==> src/design/spq_pkg.sv <==
package spq_pkg;

    localparam int CAPACITY = 64;
    localparam int CNT_W    = $clog2(CAPACITY + 1);
    localparam int OCC_W    = 7;

    localparam logic MODE_INSERT = 1'b0;
    localparam logic MODE_REMOVE = 1'b1;

    typedef struct packed {
        logic [31:0] value;
        logic [31:0] prio;
    } t_entry;

    typedef struct packed {
        logic               mode;
        logic signed [31:0] item_value;
        logic signed [31:0] item_priority;
    } t_item;

    typedef struct packed {
        logic signed [31:0] removed_value;
        logic               was_empty;
        logic               insert_dropped;
        logic [OCC_W-1:0]   occupancy;
    } t_result;

    // Broadcast to every cell of the row in the cycle an item is taken.
    typedef struct packed {
        logic   ins;
        logic   rem;
        t_entry new_entry;
    } t_cell_ctl;

endpackage

==> src/design/spq_cell.sv <==
module spq_cell (
    input  logic               i_clk,
    input  spq_pkg::t_cell_ctl i_ctl,
    input  logic               i_in_range,
    input  spq_pkg::t_entry    i_prev,
    input  logic               i_prev_keep,
    input  spq_pkg::t_entry    i_next,
    output spq_pkg::t_entry    o_entry,
    output logic               o_keep
);

    spq_pkg::t_entry r_entry;
    spq_pkg::t_entry n_entry;

    // A held entry stays put only if the new entry sorts strictly behind it,
    // so a new entry goes ahead of all held entries of equal priority.
    assign o_keep = i_in_range &&
                    ($signed(i_ctl.new_entry.prio) > $signed(r_entry.prio));

    always_comb begin
        n_entry = r_entry;
        if (i_ctl.ins) begin
            if (!o_keep) begin
                if (i_prev_keep) begin
                    n_entry = i_ctl.new_entry;
                end else begin
                    n_entry = i_prev;
                end
            end
        end else if (i_ctl.rem) begin
            n_entry = i_next;
        end
    end

    always_ff @(posedge i_clk) begin
        r_entry <= n_entry;
    end

    assign o_entry = r_entry;

endmodule

==> config.mk <==
export PLATFORM = sky130hd
export DESIGN_NAME = spq_cell
export DESIGN_NICKNAME = d
export VERILOG_FILES = /design/src/design/spq_pkg.sv /design/src/design/spq_cell.sv
export SDC_FILE = /design/constraint.sdc
export NUM_CORES = 1
export LEC_CHECK = 0
export BUFFER_PORTS_ARGS = -buffer_cell sky130_fd_sc_hd__buf_2
export CAP_MARGIN = 0
export CORE_MARGIN = 10
export CORE_UTILIZATION = 45
export DETAILED_ROUTE_END_ITERATION = 6
export MAX_ROUTING_LAYER = met4
export PLACE_DENSITY = 0.84
export SLEW_MARGIN = 15
export SYNTH_ARGS = -nofsm -noshare
export SYNTH_HDL_FRONTEND = slang
export SYNTH_SLANG_ARGS = --single-unit
==> constraint.sdc <==
create_clock -name i_clk -period 11 [get_ports i_clk]
set_input_delay 0.55 -clock i_clk [delete_from_list [all_inputs] [get_ports i_clk]]
set_output_delay 0.55 -clock i_clk [all_outputs]
set_load 0.01 [all_outputs]
# ---- Yosys cells after proc, flatten, opt, wreduce, memory -nomap -nowiden
# Cells that the tools add are included.
dict set report totals {
  regBits 64
  inputBits 197
  out_inout_bits 65
  word_cells 11
}
dict set report op_classes {
  magnitude_cmp 1
  eq_ne 1
  mux 4
  n_reduce_logical 3
}
# cell count
set ops {}
lappend ops {{$mux 64} 4}
lappend ops {{$gt 32x32->1} 1}
lappend ops {{$ne 2x2->1 const B} 1}
lappend ops {{$reduce_and 2->1} 1}
lappend ops {{$reduce_bool 2->1} 1}
lappend ops {{$logic_and 1x1->1} 1}

# ---- Depth between registers and ports, before layout
dict set report logic_depth {
  depth_word 4
  ltp_mapped 8
  depth_no_buf 8
}

# ---- Worst setup path after synthesis
# OpenSTA, ideal clock, no wires.
dict set report synth_path {
  kind {input to register}
  start {input port i_ctl[31] (netlist bit)}
  end {register r_entry (netlist bit o_entry[0]) (enable)}
  setup_ps 479
  arrival_time_ps 4537
  required_time_ps 10521
  slack_ps 5984
  cell_stages 7
  path_buffers 0
  cell_sequence {ha_1 > nand4_2 > nor4_2 > a31oi_1 > and3_4 > a2bb2o_4 > a211oi_2}
}
dict set report synth_between {
  elab_chain_cells 4
}
# item line
set synth_lines {}
lappend synth_lines {{start, declared} spq_cell.sv:3} ;# input spq_pkg::t_cell_ctl i_ctl,
lappend synth_lines {{$gt 32x32->1} spq_cell.sv:18} ;# ($signed(i_ctl.new_entry.prio) > $signed(r_entry.prio));
lappend synth_lines {{$logic_and 1x1->1} spq_cell.sv:17} ;# assign o_keep = i_in_range &&
lappend synth_lines {{$ne 2x2->1 (no line)} --}
lappend synth_lines {{$reduce_and 2->1 (no line)} --}
lappend synth_lines {{end signal, assigned} spq_cell.sv:36} ;# r_entry <= n_entry;
lappend synth_lines {{end, declared} spq_cell.sv:12} ;# spq_pkg::t_entry r_entry;
# Every way passes these cells.
# A chain may end at the register's enable or synchronous reset.

# ---- Worst setup path after layout
dict set report layout_path {
  start {register r_entry (netlist bit o_entry[7])}
  end {output port o_keep}
}
dict set report layout_between {
  elab_chain_cells 2
}
# item line
set layout_lines {}
lappend layout_lines {{$gt 32x32->1} spq_cell.sv:18}
lappend layout_lines {{$logic_and 1x1->1} spq_cell.sv:17}
lappend layout_lines {{end, declared} spq_cell.sv:9} ;# output logic o_keep
# Every way passes these cells.

==> qor.yml <==
antenna_found_initial: 1
nets: 882
async_flop_share_pct: 0
ir_drop_uv: 72.9
post-route-util_pct: 64.8
cts_setup_buffers: 0
worstMarginPinSlew_ps: 1040
insertion_delay_ps: 330
crit_required_ps: 10450
numPortBuffers: 261
ant_nets: 0
area_growth_pct: 38.7
p_seq_share_pct: 43.4
wl_um: 13900
leakage_uw: 0.00290
die_area_um2: 13400
fin_cells: 766
r2r_start: "o_entry[31]"
whs_path_depth: 3
num_rows: 34
cp-start-kind: "register"
initial_core_util_pct: 46.7
worst_setup_path_end_kind: "output pin"
cts_max_level: 3
cts_buffers: 9
ys_types: 33
die_h_um: 116
netlist.area_leader.share_pct: 46.7
cts_hold_buf: 0
syn_nets: 628
path_class: "register to output pin"
drive_gt1_share_pct: 43.2
cts.clk_slew.worst_paths_ps: 70
clockBufferDepth: 2
reg2reg_to: "o_entry[62]"
synth_top_flop_cell: "edfxtp_1"
synth_cells: 399
slew_headroom_pct: 30.7
grt.overflow.total: 0
worstHoldPathType: "input pin to register"
synth.most_common_cell: "a21oi_1"
final-setup-viol-count: 0
die_width_um: 116
min_to: "o_entry[4]"
p_switching_uw: 210
grt_pass1_vias: 4306
wl_per_cell_um: 18.1
dp_hpwl_um: 11500
grt_max_degree: 69
vias: 3911
period_share_pct: 28.8
crit_fanout: 3
largest_register_ffs: 64
netlist_area_um2: 4120
outcome: "finished clean"
synth.avg_cell_area_um2: 10.3
setup-tns-final_ps: 0
skew_ps: 9.41
max_freq_ghz: 0.316
core-area_um2: 8810
cts-root-buf: "clkbuf_8"
maxCapViolations: 0
rsz0062_at_grt: "false"
p_sw_share_pct: 28.8
r2r_cells: 9
yosysTopAreaCell: "edfxtp_1"
synth_common_cells: "a21oi_1 (77), nor2_1 (68), edfxtp_1 (64), mux2i_1 (64), inv_1 (33)"
grt_pass1_wl_um: 20900
p_int_uw: 520
drv_slew: 0
reg2reg_setup_slack_ps: 7950
synth-edff-count: 64
min_period_ps: 3170
pre_cts_ws_ps: 7650
route.detailed.drc: 0
setup_ws_ps: 7830
hold_violations: 0
arrival_ps: 2620
clock_sink_count: 64
yosys_warnings: 0
combPwrFrac_pct: 27.3
drt_iter0_markers: 143
pin_count: 262
grt.total_usage_pct: 20.4
clockPowerShare_pct: 29.3
synth-seq-area-share_pct: 46.7
ys_seq_elements: 64
vias_per_cell: 5.11
gp_congestion: 0.845
cts_tree: "done"
postCtsResizedCells: 0
p_total_uw: 730
min_from: "i_next[4]"
drt_first_pass_iters: 4
dp.cells: 750
p_per_area_nw_per_um2: 128
synth_area_leaders: "edfxtp_1 (47%), mux2i_1 (16%), ha_1 (9.7%), a21oi_1 (9.4%), nor2_1 (6.2%)"
## critical path: stages, from the launching register on
cell and delay (ps):
edfxtp_1 390, inv_1 70, ha_1 250, a21oi_1 140, o21ai_0 110, a221o_1 310
o31a_1 330, or3_1 310, a21boi_1 190, buf_2 170
## per-layer routing
metal	part of all wire (%)	global-route usage, %	vias to the layer above	wire length [um]
met3	9.8	7.44	23	1350
met2	53	37.0	176	7280
li1	-	-	1957	-
met1	36	19.7	1755	4940
met5	0	-	-	0
met4	2.0	6.67	0	279
## cell families (layout without fill, tap and decap cells)
family,count (synthesis),after routing,synth area share (%)
buffers and inverters,54,312,5.11
adders and majority gates,32,32,9.73
AOI/OAI and AO/OA,93,93,12.6
and+or+nand+nor,92,92,10.3
muxes,64,64,15.6
DFF,64,64,46.7
other,0,1,0
## cell type report
type	count	area [um2]
well taps	108	135
clock inverters	5	72.6
fillers	743	3100
inverters	33	124
diodes	1	2.50
repair buffers	264	1330
multi-input cells	281	1990
clock buffers	10	128
flip-flops and latches	64	1920
## how the worst max path moves through the flow
stage / from / end / slack (ps) / cells past startpoint
finish: o_entry[7] / o_keep / 7830 / 9
global route: o_entry[7] / o_keep / 7640 / 9
CTS: o_entry[7] / o_keep / 7800 / 9
detailed placement: i_ctl[31] / o_entry[46] / 7650 / 9
global placement: i_ctl[31] / o_entry[43] / 7760 / 9
floorplan: i_ctl[31] / o_entry[0] / 5980 / 7
## power by group through the flow
stage	Combinational [uW]	Sequential, uW	Clock (uW)
after global placement	194	321	0
after CTS	202	318	219
after detailed placement	201	323	0
after floorplan	90.1	340	0
final	199	317	214
after global routing	222	321	228
## through the flow
step | area, um2 | hold slack (ps)
after floorplan | 4120 | 776
after global placement | 5510 | 871
after detailed placement | 5510 | 876
after CTS | 5710 | 518
after global routing | 5710 | 522
final | 5710 | 532
## cells in the final DEF, fill, tap and decap left out, types with 5 or more instances in the layout
cell	n
inv_1	33
clkbuf_8	9
buf_4	5
nand2_1	6
edfxtp_1	64
a21oi_1	77
nor2_1	68
mux2i_1	64
buf_2	259
ha_1	32
nand4_1	5
No activity file was read; power rests on OpenSTA's default activity.
